`src/hdl/hsvc_pkg.sv`:
```
package hsvc_pkg;

   // default channel width; hue is Q0.CHAN_BITS, other channels are 0..2^B-1
   localparam int CHAN_BITS_DEF = 12;

   // stages beyond one per quotient bit: two front stages and the output stage
   localparam int PIPE_EXTRA = 3;

   // conversion direction carried with each word
   typedef enum logic {
      ACT_HSV2RGB = 1'b0,
      ACT_RGB2HSV = 1'b1
   } action_type;

   // which channel holds the maximum (ties go to red, then green)
   typedef enum logic [1:0] {
      MAX_RED   = 2'd0,
      MAX_GREEN = 2'd1,
      MAX_BLUE  = 2'd2
   } max_sel_type;

   // hue sector, floor(6h)
   typedef enum logic [2:0] {
      SEC_RED_YEL = 3'd0,
      SEC_YEL_GRN = 3'd1,
      SEC_GRN_CYN = 3'd2,
      SEC_CYN_BLU = 3'd3,
      SEC_BLU_MAG = 3'd4,
      SEC_MAG_RED = 3'd5
   } sector_type;

endpackage

```
`src/hdl/hsvc_fwd.sv`:
```
module hsvc_fwd
   import hsvc_pkg::*;
#(
   parameter int CHAN_BITS = CHAN_BITS_DEF,
   localparam int STAGES = CHAN_BITS + PIPE_EXTRA
) (
   input  logic                 clock,
   input  logic [STAGES-1:0]    adv,
   input  logic [CHAN_BITS-1:0] in_h,
   input  logic [CHAN_BITS-1:0] in_s,
   input  logic [CHAN_BITS-1:0] in_v,
   output logic [CHAN_BITS-1:0] out_r,
   output logic [CHAN_BITS-1:0] out_g,
   output logic [CHAN_BITS-1:0] out_b
);

   localparam int B = CHAN_BITS;
   localparam logic [B-1:0]   FULL    = '1;
   localparam logic [B:0]     HUE_ONE = {1'b1, {B{1'b0}}};
   localparam logic [2*B-1:0] DEN     = {FULL, {B{1'b0}}};

   // floor(y / FULL) for y < 2^(2B): y = q0*FULL + (lo + q0), lo + q0 <= 2*FULL
   function automatic logic [B-1:0] div_full(input logic [2*B-1:0] y);
      logic [B-1:0] q0;
      logic [B:0]   rem;
      logic         c1;
      logic         c2;
      q0  = y[2*B-1:B];
      rem = {1'b0, y[B-1:0]} + {1'b0, q0};
      c1  = rem >= {1'b0, FULL};
      c2  = rem >= {FULL, 1'b0};
      return q0 + B'(c1) + B'(c2);
   endfunction

   // stage 0: sector and fraction of 6h
   logic [B+2:0] h6;
   logic [B:0]   fc_w;
   sector_type   sec0_ff;
   logic [B-1:0] f0_ff, s0_ff, v0_ff;
   logic [B:0]   fc0_ff;

   assign h6   = {1'b0, in_h, 2'b00} + {2'b00, in_h, 1'b0};
   assign fc_w = HUE_ONE - {1'b0, h6[B-1:0]};

   always_ff @(posedge clock) begin
      if (adv[0]) begin
         sec0_ff <= sector_type'(h6[B+2:B]);
         f0_ff   <= h6[B-1:0];
         fc0_ff  <= fc_w;
         s0_ff   <= in_s;
         v0_ff   <= in_v;
      end
   end

   // stage 1: saturation products
   logic [2*B-1:0] sf_w, pm_w;
   logic [2*B:0]   sfc_w;
   sector_type     sec1_ff;
   logic [B-1:0]   v1_ff;
   logic [2*B-1:0] sf1_ff, sfc1_ff, pm1_ff;

   assign sf_w  = s0_ff * f0_ff;
   assign sfc_w = {1'b0, s0_ff} * fc0_ff;
   assign pm_w  = v0_ff * (FULL - s0_ff);

   always_ff @(posedge clock) begin
      if (adv[1]) begin
         sec1_ff <= sec0_ff;
         v1_ff   <= v0_ff;
         sf1_ff  <= sf_w;
         sfc1_ff <= sfc_w[2*B-1:0];
         pm1_ff  <= pm_w;
      end
   end

   // stage 2: complement against FULL*2^B, finish p
   sector_type     sec2_ff;
   logic [B-1:0]   v2_ff, p2_ff;
   logic [2*B-1:0] wq2_ff, wt2_ff;

   always_ff @(posedge clock) begin
      if (adv[2]) begin
         sec2_ff <= sec1_ff;
         v2_ff   <= v1_ff;
         p2_ff   <= div_full(pm1_ff);
         wq2_ff  <= DEN - sf1_ff;
         wt2_ff  <= DEN - sfc1_ff;
      end
   end

   // stage 3: scale by value
   logic [3*B-1:0] mq_w, mt_w;
   sector_type     sec3_ff;
   logic [B-1:0]   v3_ff, p3_ff;
   logic [3*B-1:0] mq3_ff, mt3_ff;

   assign mq_w = v2_ff * wq2_ff;
   assign mt_w = v2_ff * wt2_ff;

   always_ff @(posedge clock) begin
      if (adv[3]) begin
         sec3_ff <= sec2_ff;
         v3_ff   <= v2_ff;
         p3_ff   <= p2_ff;
         mq3_ff  <= mq_w;
         mt3_ff  <= mt_w;
      end
   end

   // stage 4: divide by FULL*2^B as shift then divide by FULL
   sector_type   sec4_ff;
   logic [B-1:0] v4_ff, p4_ff, q4_ff, t4_ff;

   always_ff @(posedge clock) begin
      if (adv[4]) begin
         sec4_ff <= sec3_ff;
         v4_ff   <= v3_ff;
         p4_ff   <= p3_ff;
         q4_ff   <= div_full(mq3_ff[3*B-1:B]);
         t4_ff   <= div_full(mt3_ff[3*B-1:B]);
      end
   end

   // stage 5: route by sector, then delay to the output stage
   logic [3*B-1:0] pix_in;
   logic [3*B-1:0] pix_ff [5:STAGES-1];

   always_comb begin
      case (sec4_ff)
         SEC_RED_YEL: pix_in = {v4_ff, t4_ff, p4_ff};
         SEC_YEL_GRN: pix_in = {q4_ff, v4_ff, p4_ff};
         SEC_GRN_CYN: pix_in = {p4_ff, v4_ff, t4_ff};
         SEC_CYN_BLU: pix_in = {p4_ff, q4_ff, v4_ff};
         SEC_BLU_MAG: pix_in = {t4_ff, p4_ff, v4_ff};
         // magenta to red
         default:     pix_in = {v4_ff, p4_ff, q4_ff};
      endcase
   end

   always_ff @(posedge clock) begin
      if (adv[5]) begin
         pix_ff[5] <= pix_in;
      end
   end

   for (genvar k = 6; k < STAGES; k++) begin : g_dly
      always_ff @(posedge clock) begin
         if (adv[k]) begin
            pix_ff[k] <= pix_ff[k-1];
         end
      end
   end

   assign out_r = pix_ff[STAGES-1][3*B-1:2*B];
   assign out_g = pix_ff[STAGES-1][2*B-1:B];
   assign out_b = pix_ff[STAGES-1][B-1:0];

endmodule

```
`src/hdl/hsvc_inv.sv`:
```
module hsvc_inv
   import hsvc_pkg::*;
#(
   parameter int CHAN_BITS = CHAN_BITS_DEF,
   localparam int STAGES = CHAN_BITS + PIPE_EXTRA
) (
   input  logic                 clock,
   input  logic [STAGES-1:0]    adv,
   input  logic [CHAN_BITS-1:0] in_r,
   input  logic [CHAN_BITS-1:0] in_g,
   input  logic [CHAN_BITS-1:0] in_b,
   output logic [CHAN_BITS-1:0] out_h,
   output logic [CHAN_BITS-1:0] out_s,
   output logic [CHAN_BITS-1:0] out_v
);

   localparam int B       = CHAN_BITS;
   localparam int W3      = B + 3;
   localparam int REM_H_W = 2*B + 3;
   localparam int REM_S_W = 2*B;

   // stage 0: max, min, spread
   max_sel_type  msel_w;
   logic [B-1:0] mx_w, mn_w;
   max_sel_type  msel0_ff;
   logic [B-1:0] mx0_ff, d0_ff, r0_ff, g0_ff, b0_ff;

   always_comb begin
      if (in_r >= in_g && in_r >= in_b) begin
         msel_w = MAX_RED;
         mx_w   = in_r;
      end else if (in_g >= in_b) begin
         msel_w = MAX_GREEN;
         mx_w   = in_g;
      end else begin
         msel_w = MAX_BLUE;
         mx_w   = in_b;
      end
      mn_w = in_r;
      if (in_g < mn_w) mn_w = in_g;
      if (in_b < mn_w) mn_w = in_b;
   end

   always_ff @(posedge clock) begin
      if (adv[0]) begin
         msel0_ff <= msel_w;
         mx0_ff   <= mx_w;
         d0_ff    <= mx_w - mn_w;
         r0_ff    <= in_r;
         g0_ff    <= in_g;
         b0_ff    <= in_b;
      end
   end

   // stage 1: hue numerator and divisors
   logic [W3-1:0] d6_w, n_w, r_x, g_x, b_x;

   assign d6_w = {1'b0, d0_ff, 2'b00} + {2'b00, d0_ff, 1'b0};
   assign r_x  = {3'b000, r0_ff};
   assign g_x  = {3'b000, g0_ff};
   assign b_x  = {3'b000, b0_ff};

   always_comb begin
      case (msel0_ff)
         MAX_RED:   n_w = (g0_ff >= b0_ff) ? (g_x - b_x) : (d6_w + g_x - b_x);
         MAX_GREEN: n_w = b_x + {2'b00, d0_ff, 1'b0} - r_x;
         default:   n_w = r_x + {1'b0, d0_ff, 2'b00} - g_x;
      endcase
   end

   // divider pipeline, one quotient bit per stage; index 0 is the stage 1 register
   logic [REM_H_W-1:0] remh_ff [0:B-1];
   logic [W3-1:0]      dh_ff   [0:B-1];
   logic [REM_S_W-1:0] rems_ff [0:B-1];
   logic [B-1:0]       ds_ff   [0:B-1];
   logic [B-1:0]       qh_ff   [1:B];
   logic [B-1:0]       qs_ff   [1:B];
   logic [B-1:0]       v_ff    [0:B];
   logic               hz_ff   [0:B];
   logic               sz_ff   [0:B];

   always_ff @(posedge clock) begin
      if (adv[1]) begin
         remh_ff[0] <= {n_w, {B{1'b0}}};
         dh_ff[0]   <= d6_w;
         rems_ff[0] <= {d0_ff, {B{1'b0}}} - {{B{1'b0}}, d0_ff};
         ds_ff[0]   <= mx0_ff;
         v_ff[0]    <= mx0_ff;
         hz_ff[0]   <= (d0_ff == '0);
         sz_ff[0]   <= (mx0_ff == '0);
      end
   end

   for (genvar j = 0; j < B; j++) begin : g_div
      localparam int K = B - 1 - j;
      logic [REM_H_W-1:0] dsh;
      logic [REM_S_W-1:0] dss;
      logic               geh, ges;
      logic [B-1:0]       qh_in, qs_in;

      // trial subtract of the divisor at bit K
      assign dsh = REM_H_W'(dh_ff[j]) << K;
      assign dss = REM_S_W'(ds_ff[j]) << K;
      assign geh = remh_ff[j] >= dsh;
      assign ges = rems_ff[j] >= dss;

      if (j == 0) begin : g_first
         assign qh_in = {{(B-1){1'b0}}, geh};
         assign qs_in = {{(B-1){1'b0}}, ges};
      end else begin : g_next
         assign qh_in = {qh_ff[j][B-2:0], geh};
         assign qs_in = {qs_ff[j][B-2:0], ges};
      end

      always_ff @(posedge clock) begin
         if (adv[j+2]) begin
            qh_ff[j+1] <= qh_in;
            qs_ff[j+1] <= qs_in;
            v_ff[j+1]  <= v_ff[j];
            hz_ff[j+1] <= hz_ff[j];
            sz_ff[j+1] <= sz_ff[j];
         end
      end

      if (j < B - 1) begin : g_rem
         always_ff @(posedge clock) begin
            if (adv[j+2]) begin
               remh_ff[j+1] <= geh ? (remh_ff[j] - dsh) : remh_ff[j];
               rems_ff[j+1] <= ges ? (rems_ff[j] - dss) : rems_ff[j];
               dh_ff[j+1]   <= dh_ff[j];
               ds_ff[j+1]   <= ds_ff[j];
            end
         end
      end
   end

   // output stage: zero spread gives hue 0, zero max gives saturation 0
   logic [B-1:0] h_ff, s_ff, vo_ff;

   always_ff @(posedge clock) begin
      if (adv[STAGES-1]) begin
         h_ff  <= hz_ff[B] ? '0 : qh_ff[B];
         s_ff  <= sz_ff[B] ? '0 : qs_ff[B];
         vo_ff <= v_ff[B];
      end
   end

   assign out_h = h_ff;
   assign out_s = s_ff;
   assign out_v = vo_ff;

endmodule

```
`src/hdl/hsv_rgb_color_converter.sv`:
```
// HSV <-> RGB pixel converter, both directions in one pipeline.
// The pipeline has CHAN_BITS + 3 register stages, and rsp_valid is taken from the last.
// It takes one word per cycle while req_stall is low; depth is set by the RGB to HSV
// divider, which resolves one quotient bit per stage.
// Reset clears the stage valid bits only; data registers are not reset.
module hsv_rgb_color_converter
   import hsvc_pkg::*;
#(
   parameter int CHAN_BITS = CHAN_BITS_DEF
) (
   input  logic                 clock,
   input  logic                 reset,
   input  logic                 req_valid,
   output logic                 req_stall,
   input  logic                 req_action,
   input  logic [CHAN_BITS-1:0] req_chan_x,
   input  logic [CHAN_BITS-1:0] req_chan_y,
   input  logic [CHAN_BITS-1:0] req_chan_z,
   output logic                 rsp_valid,
   input  logic                 rsp_stall,
   output logic [CHAN_BITS-1:0] rsp_res_x,
   output logic [CHAN_BITS-1:0] rsp_res_y,
   output logic [CHAN_BITS-1:0] rsp_res_z
);

   localparam int STAGES = CHAN_BITS + PIPE_EXTRA;

   logic [STAGES-1:0] adv;
   logic [STAGES-1:0] vld_ff, vld_in;
   action_type        act_ff [0:STAGES-1];

   // a stage moves when it is empty or the stage after it moves
   assign adv[STAGES-1] = !vld_ff[STAGES-1] || !rsp_stall;
   for (genvar k = 0; k < STAGES - 1; k++) begin : g_adv
      assign adv[k] = !vld_ff[k] || adv[k+1];
   end

   always_comb begin
      vld_in[0] = adv[0] ? req_valid : vld_ff[0];
      for (int k = 1; k < STAGES; k++) begin
         vld_in[k] = adv[k] ? vld_ff[k-1] : vld_ff[k];
      end
   end

   always_ff @(posedge clock) begin
      if (reset) begin
         vld_ff <= '0;
      end else begin
         vld_ff <= vld_in;
      end
   end

   // direction travels beside the data
   always_ff @(posedge clock) begin
      if (adv[0]) begin
         act_ff[0] <= action_type'(req_action);
      end
   end

   for (genvar k = 1; k < STAGES; k++) begin : g_act
      always_ff @(posedge clock) begin
         if (adv[k]) begin
            act_ff[k] <= act_ff[k-1];
         end
      end
   end

   logic [CHAN_BITS-1:0] fwd_r, fwd_g, fwd_b;
   logic [CHAN_BITS-1:0] inv_h, inv_s, inv_v;

   hsvc_fwd #(
      .CHAN_BITS (CHAN_BITS)
   ) u_fwd (
      .clock (clock),
      .adv   (adv),
      .in_h  (req_chan_x),
      .in_s  (req_chan_y),
      .in_v  (req_chan_z),
      .out_r (fwd_r),
      .out_g (fwd_g),
      .out_b (fwd_b)
   );

   hsvc_inv #(
      .CHAN_BITS (CHAN_BITS)
   ) u_inv (
      .clock (clock),
      .adv   (adv),
      .in_r  (req_chan_x),
      .in_g  (req_chan_y),
      .in_b  (req_chan_z),
      .out_h (inv_h),
      .out_s (inv_s),
      .out_v (inv_v)
   );

   // pick the finished result for this word's direction
   assign req_stall = !adv[0];
   assign rsp_valid = vld_ff[STAGES-1];
   assign rsp_res_x = (act_ff[STAGES-1] == ACT_RGB2HSV) ? inv_h : fwd_r;
   assign rsp_res_y = (act_ff[STAGES-1] == ACT_RGB2HSV) ? inv_s : fwd_g;
   assign rsp_res_z = (act_ff[STAGES-1] == ACT_RGB2HSV) ? inv_v : fwd_b;

endmodule
```
`config.mk`:
```
export PLATFORM = sky130hd
export DESIGN_NAME = hsv_rgb_color_converter
export DESIGN_NICKNAME = d
export VERILOG_FILES = /design/src/hdl/hsvc_pkg.sv /design/src/hdl/hsvc_fwd.sv /design/src/hdl/hsvc_inv.sv /design/src/hdl/hsv_rgb_color_converter.sv
export SDC_FILE = /design/constraint.sdc
export NUM_CORES = 2
export LEC_CHECK = 0
export BUFFER_PORTS_ARGS = -buffer_cell sky130_fd_sc_hd__buf_2
export CAP_MARGIN = 30
export CORE_UTILIZATION = 35
export DETAILED_ROUTE_END_ITERATION = 7
export GPL_ROUTABILITY_DRIVEN = 0
export PLACE_DENSITY = 0.49
export SYNTH_ARGS = -nofsm -noshare
export SYNTH_HDL_FRONTEND = slang
export SYNTH_SLANG_ARGS = --single-unit
```
`constraint.sdc`:
```
create_clock -name clock -period 22.1 [get_ports clock]
set_input_delay 4.42 -clock clock [delete_from_list [all_inputs] [get_ports clock]]
set_output_delay 4.42 -clock clock [all_outputs]
set_load 0.01 [all_outputs]
```
## After elaboration in Yosys (flattened, before gate mapping)

Memories as Yosys holds them, arrays and structs flattened. A register that Yosys moved wholly into a read port is not among the register bits.
Cells that the tools add are included.

- Register bits: 417
- Bits in latches: 0
- Memory bits (writable): 1,781
- Bits in read-only memories: 0
- Output and inout bits: 38
- Word-level logic and storage cells: 247
- Memories kept: 11

Memories:

| name | words | width | rd ports | clocked after Yosys merged registers in | wr ports | RTL line | source |
|---|---|---|---|---|---|---|---|
| u_fwd.pix_ff | 10 | 36 | 10 | 0 | 10 | hsvc_fwd.sv:126 | `logic [3*B-1:0] pix_ff [5:STAGES-1];` |
| u_inv.remh_ff | 12 | 27 | 12 | 0 | 12 | hsvc_inv.sv:72 | `logic [REM_H_W-1:0] remh_ff [0:B-1];` |
| u_inv.rems_ff | 12 | 24 | 12 | 0 | 12 | hsvc_inv.sv:74 | `logic [REM_S_W-1:0] rems_ff [0:B-1];` |
| u_inv.dh_ff | 12 | 15 | 12 | 0 | 12 | hsvc_inv.sv:73 | `logic [W3-1:0] dh_ff [0:B-1];` |
| u_inv.v_ff | 13 | 12 | 13 | 1 | 13 | hsvc_inv.sv:78 | `logic [B-1:0] v_ff [0:B];` |
| u_inv.ds_ff | 12 | 12 | 12 | 0 | 12 | hsvc_inv.sv:75 | `logic [B-1:0] ds_ff [0:B-1];` |
| 5 more memories | n/a | n/a | n/a | n/a | n/a | n/a |  |

- Add/subtract/negate cells: 46
- Multipliers: 5
- Divide/modulo/power cells: 0
- Order comparisons: 36
- Eq/ne operators: 5
- Shifts and indexed selects: 0
- Multiplexer cells: 63
- Bitwise gates (word level): 0
- Reduce and logical (&&, ||, !) cells: 37

Operator list:

| operator | number |
|---|---|
| 2-to-1 mux 27 bit | 11 |
| 2-to-1 mux 24 bit | 11 |
| case mux 36 bit (5 select lines) | 1 |
| 2-to-1 mux 12 bit | 7 |
| adder 12 x 1 -> 12 bit | 6 |
| multiplier 12 x 24 -> 36 bit | 2 |
| >= comparator 12 bit | 4 |
| subtractor 24 bit (first input constant) | 2 |
| subtractor 15 x 12 -> 15 bit | 3 |
| adder 12 x 12 -> 13 bit | 3 |
| >= comparator 13 x 12 -> 1 bit (second input constant) | 3 |
| >= comparator 13 bit (second input constant) | 3 |
| adder 14 x 13 -> 15 bit | 2 |
| 2-to-1 mux 1 bit | 30 |
| case mux 15 bit (2 select lines) | 1 |
| >= comparator 27 x 15 -> 1 bit | 1 |
| >= comparator 27 x 16 -> 1 bit | 1 |
| >= comparator 27 x 17 -> 1 bit | 1 |
| >= comparator 27 x 18 -> 1 bit | 1 |
| >= comparator 27 x 19 -> 1 bit | 1 |
| >= comparator 27 x 20 -> 1 bit | 1 |
| >= comparator 27 x 21 -> 1 bit | 1 |
| >= comparator 27 x 22 -> 1 bit | 1 |
| >= comparator 27 x 23 -> 1 bit | 1 |
| other kinds (61) | 94 |

## Longest topological paths before layout

- Depth after elaboration: 18
- Gate-level depth with buffers: 33
- Depth with buffers taken out: 31

## By module

Synthesis repeated with hierarchy kept, for this count alone.

- Cell total of the unflattened synthesis: 10,170
- Area total of the unflattened synthesis: 117,152.4 um^2

Modules (own cells, without submodules):

| module | times used | cells each | area an instance (um^2) | sequential area each (um^2) |
|---|---|---|---|---|
| hsvc_inv | 1 | 5,081 | 59,688.5 | 33,151.8 |
| hsvc_fwd | 1 | 4,961 | 55,956.2 | 20,749.9 |
| hsv_rgb_color_converter | 1 | 128 | 1,507.7 | 750.7 |

## Worst setup path after synthesis

OpenSTA, ideal clock, no wires.

- Path type: input to output
- Start: in rsp_stall
- End: out req_stall
- Data arrival time: 15.412 ns
- Required time: 17.680 ns
- Path slack: 2.268 ns
- Cell stages on the path: 11
- Cell sequence: and3_1 inv_1 nor2_1 and2_1 inv_1 nor2_1 and2_1 nand3_1 nor2_1 nand2_1 inv_1

- Cells in the longest elaborated chain, start to end: 17

Ends and longest elaborated chain:

| element | RTL line | source |
|---|---|---|
| from (decl) | hsv_rgb_color_converter.sv:20 | `input logic rsp_stall,` |
| zero test 1 bit | hsv_rgb_color_converter.sv:33 | `assign adv[STAGES-1] = !vld_ff[STAGES-1] \|\| !rsp_stall;` |
| logical OR 1 bit | hsv_rgb_color_converter.sv:33 |  |
| logical OR 1 bit | hsv_rgb_color_converter.sv:35 | `assign adv[k] = !vld_ff[k] \|\| adv[k+1];` |
| named net adv[13] | hsv_rgb_color_converter.sv:28 | `logic [STAGES-1:0] adv;` |
| logical OR 1 bit (4 in series) | hsv_rgb_color_converter.sv:35 |  |
| named net adv[9] | hsv_rgb_color_converter.sv:28 |  |
| logical OR 1 bit (7 in series) | hsv_rgb_color_converter.sv:35 |  |
| named net adv[2] | hsv_rgb_color_converter.sv:28 |  |
| logical OR 1 bit (2 in series) | hsv_rgb_color_converter.sv:35 |  |
| zero test 1 bit | hsv_rgb_color_converter.sv:98 | `assign req_stall = !adv[0];` |
| to (decl) | hsv_rgb_color_converter.sv:14 | `output logic req_stall,` |

The timed path passes the listed nets, and every way through them passes these cells.

## Final worst setup path

Same ends and word-level chain as after synthesis.

==> metrics.csv <==
stage,metric,value,unit
global_route,number_of_antenna_violations_at_the_first_check_in_global_routing,8,
layout,final.fill_count,30900,
setup_path,arrival,9.12,ns
clock_network,clkTransAtPathRegs,0.06,ns
timing,slew_viol_final,0,
layout,final_nets,11600,
timing,fin_worst_skew,0.0757,ns
synthesis,postSynth.asyncResetShare,0,%
layout,drive_gt1_share,5.74,%
synthesis,synth-seq-cells,1800,
clock_network,cts_inserted_buffers,199,
run_status,failed_checks,design-rule violations,
synthesis,yosys_warnings,0,
global_route,grt.total_usage,15.1,%
run_status,run_status,finished with violations,
floorplanning,start_util,35.2,%
clock_network,cts_root_buffer,sky130_fd_sc_hd__clkbuf_16,
setup_path,critical_path.startpoint,rsp_stall,
synthesis,yosys.area.top_type_share,47.0,%
drt,vias,69600,
clock_network,cts_hold_buffers,0,
clock_network,cts_sinks,1800,
synthesis,netlist-cell-type-count,82,
setup_path,crit_required,17.68,ns
setup_path,critical_path_peak_fanout,63,
global_route,globalRouteOverflowTotal,0,
floorplanning,io_pins,79,
timing,fin_tns_setup,0,ns
timing,rsz_0062_raised_after_global_routing,no,
synthesis,ys_seq_area_share,47.2,%
synthesis,synth_enable_flop_cells,1785,
clock_network,clockBufferDepth,4,
timing,finalCriticalPeriod,13.54,ns
timing,max-slew-margin-rel,33.6,%
drt,detail_route.first_pass.iterations,8,
place,place.detailed.hpwl,191000,µm
setup_path,timing.critical_path.from_type,primary input,
job,maxCapViolations,0,
drt,ant_nets,0,
layout,syn2layout_area_growth,10.5,%
global_route,grt_pass1_vias,71400,
timing,period_share,61.3,%
drt,drt_iter0_drc,3694,
drt,routed_wirelength,251000,µm
timing,setup-violations-final,0,
timing,finalHoldViolCount,0,
setup_path,timing.rr.start,u_fwd.v2_ff[3],
timing,timing_worst_slew_pin_value,0.991,ns
min_path,hold_path.class,flop to flop,
floorplanning,vertical_die_dimension,573,µm
floorplanning,dieArea,328000,µm²
floorplanning,die_w,573,µm
synthesis,post_synth_inst_count,9881,
min_path,hold_start,u_fwd.pix_ff[0][247],
synthesis,yosys_most_used_dff,sky130_fd_sc_hd__edfxtp_1,
synthesis,syn-mean-instance-area,11.5,µm²
global_route,global_route_wire_length_before_repair,396000,µm
drt,drt-vias-per-instance,4.81,
drt,route.detailed.wl_per_inst,17.4,µm
global_route,grt_max_degree,83,
synthesis,synth_nets,11500,
setup_path,setup.worst_path.class,primary input to output pin,
drt,drt_drc_violations_left,16,
setup_path,worst-r2r-setup-slack,15.24,ns
timing,timing.fmax,73.9,MHz
synthesis,synth.largest_area_cell,sky130_fd_sc_hd__edfxtp_1,
floorplanning,fp.coreArea,324000,µm²
synthesis,synthesis.area,114000,µm²
floorplanning,num_rows,209,
setup_path,cp-end-kind,output pin,
clock_network,clock_latency,0.87,ns
clock_network,cts.repair.resized,0,
place,number_of_input_and_output_port_buffers_inserted,78,
clock_network,post-cts-setup-buffers,0,
clock_network,tritoncts_clock_tree,done,
clock_network,cts.htree.levels,4,
synthesis,post_synth_main_area_contributors,"sky130_fd_sc_hd__edfxtp_1, sky130_fd_sc_hd__fa_1, sky130_fd_sc_hd__ha_1",
critical path, stage by stage:
cell and delay (ns):
sky130_fd_sc_hd__buf_2 0.12, sky130_fd_sc_hd__and3_1 0.41, sky130_fd_sc_hd__clkinv_2 0.34, sky130_fd_sc_hd__nor2_1 0.54, sky130_fd_sc_hd__and2_1 0.39, sky130_fd_sc_hd__inv_4 0.33, sky130_fd_sc_hd__nor2_1 0.58, sky130_fd_sc_hd__and2_1 0.46
sky130_fd_sc_hd__nand3_4 0.45, sky130_fd_sc_hd__nor2_1 0.60, sky130_fd_sc_hd__nand2_4 0.08, sky130_fd_sc_hd__inv_1 0.16, sky130_fd_sc_hd__buf_2 0.18
cells in the final DEF, fill, tap and decap left out, drive strengths merged, types with 19 or more instances in the layout:
| cell type | instances |
|---|---|
| a211oi | 38 |
| o31ai | 52 |
| o21bai | 48 |
| fa | 764 |
| clkinv | 93 |
| nand4 | 65 |
| ha | 851 |
| nor2b | 124 |
| buf | 148 |
| bufinv | 22 |
| a21o | 185 |
| inv | 1513 |
| a21boi | 72 |
| nand2b | 93 |
| nor4 | 57 |
| o21ai | 317 |
| nand3 | 101 |
| clkbuf | 240 |
| or3 | 34 |
| mux2 | 86 |
| nand2 | 994 |
| or4 | 19 |
| xor2 | 217 |
| and2 | 270 |
| o21a | 58 |
| a21oi | 458 |
| xnor2 | 362 |
| nor3 | 129 |
| a31oi | 27 |
| mux2i | 81 |
| edfxtp | 1785 |
| nor2 | 540 |
| and3 | 37 |
stage by stage:
| step | utilization, % | cell area (µm²) | setup slack (ns) | hold slack [ns] | cells |
|---|---|---|---|---|---|
| 2_1_floorplan | - | 114000 | 2.27 | 0.400 | 9881 |
| 3_3_place_gp | 36.8 | 119000 | 8.60 | 0.402 | 14100 |
| 3_5_place_dp | 36.8 | 119000 | 8.51 | 0.405 | 14100 |
| 4_1_cts | 38.8 | 126000 | 8.48 | 0.352 | 14400 |
| 5_1_grt | 38.9 | 126000 | 8.17 | 0.362 | 14500 |
| 6_report | 38.9 | 126000 | 8.56 | 0.362 | 14500 |
kinds of logic after synthesis:
logic type / Yosys count / synth area share [%]
xor gates and xnor gates: 579 / 4.44
muxes: 167 / 1.56
adders and majority gates: 1615 / 22.7
DFF: 1800 / 47.2
and+or+nand+nor: 2536 / 10.4
buffers and inverters: 1784 / 5.88
AOI/OAI and AO/OA: 1400 / 7.70
flip-flops by register name, indices dropped and copies added (netlist names), 13 cells and up:
| register | count |
|---|---|
| u_fwd.pix_ff | 360 |
| u_inv.rems_ff | 288 |
| u_inv.remh_ff | 235 |
| u_inv.dh_ff | 145 |
| u_inv.v_ff | 96 |
| u_inv.qh_ff | 78 |
| u_inv.qs_ff | 78 |
| u_inv.ds_ff | 60 |
| u_fwd.mq3_ff | 24 |
| u_fwd.mt3_ff | 24 |
| u_fwd.pm1_ff | 24 |
| u_fwd.sfc1_ff | 23 |
| u_fwd.wt2_ff | 23 |
| u_fwd.sf1_ff | 22 |
| u_fwd.wq2_ff | 22 |
| act_ff | 15 |
| vld_ff | 15 |
| u_inv.hz_ff | 13 |
| u_inv.sz_ff | 13 |
cells in the mapped netlist (13+ instances only):
cell / n
sky130_fd_sc_hd__and2_1: 270
sky130_fd_sc_hd__inv_1: 1502
sky130_fd_sc_hd__clkbuf_1: 252
sky130_fd_sc_hd__nor2_1: 540
sky130_fd_sc_hd__fa_1: 764
sky130_fd_sc_hd__a22oi_1: 14
sky130_fd_sc_hd__and3_1: 37
sky130_fd_sc_hd__mux2i_1: 81
sky130_fd_sc_hd__nand4_1: 65
sky130_fd_sc_hd__ha_1: 851
sky130_fd_sc_hd__nor2b_1: 124
sky130_fd_sc_hd__o21a_1: 58
sky130_fd_sc_hd__o31ai_1: 52
sky130_fd_sc_hd__nor3b_1: 18
sky130_fd_sc_hd__o21bai_1: 48
sky130_fd_sc_hd__xor2_1: 217
sky130_fd_sc_hd__a221o_1: 18
sky130_fd_sc_hd__o21ai_0: 305
sky130_fd_sc_hd__a211oi_1: 36
sky130_fd_sc_hd__nand2_1: 994
sky130_fd_sc_hd__mux2_2: 86
sky130_fd_sc_hd__or4_1: 18
sky130_fd_sc_hd__dfxtp_1: 15
sky130_fd_sc_hd__a31oi_1: 26
sky130_fd_sc_hd__edfxtp_1: 1785
sky130_fd_sc_hd__buf_1: 13
sky130_fd_sc_hd__xnor2_1: 362
sky130_fd_sc_hd__nor3_1: 128
sky130_fd_sc_hd__or3_1: 34
sky130_fd_sc_hd__a21boi_0: 67
sky130_fd_sc_hd__nand2b_1: 93
sky130_fd_sc_hd__a21oi_1: 454
sky130_fd_sc_hd__nor4_1: 57
sky130_fd_sc_hd__a21o_1: 185
sky130_fd_sc_hd__nand3_1: 100
sky130_fd_sc_hd__o211ai_1: 14
per-layer routing:
| metal | global-route usage, % | vias to the layer above | wire length (µm) |
|---|---|---|---|
| li1 | - | 33600 | - |
| met1 | 20.8 | 34300 | 119000 |
| met2 | 25.1 | 1295 | 116000 |
| met3 | 1.63 | 340 | 9300 |
| met4 | 4.30 | 0 | 6500 |
| met5 | 0 | - | 0 |
path summary, 6_finish.rpt:
kind,endpoint,cells past startpoint
setup / recovery,req_stall,13
hold / removal,u_fwd.pix_ff[0][283],0
setup reg to reg,u_fwd.mq3_ff[35],21
hold reg to reg,u_fwd.pix_ff[0][283],0
area by class of cell:
type	instances	area, µm²	share of cell area [%]
antenna	2	5.00	0.00397
clock buffer	240	5200	4.12
clock inverter	127	1280	1.02
inverter	1513	5700	4.52
multi-input combinational	6297	53600	42.5
sequential	1800	53900	42.7
tap	4325	5410	4.29
timing repair buffer	148	1050	0.833
Power is not shown: default switching activity piles up to over one toggle a cycle in this logic, so the estimate is an artifact.
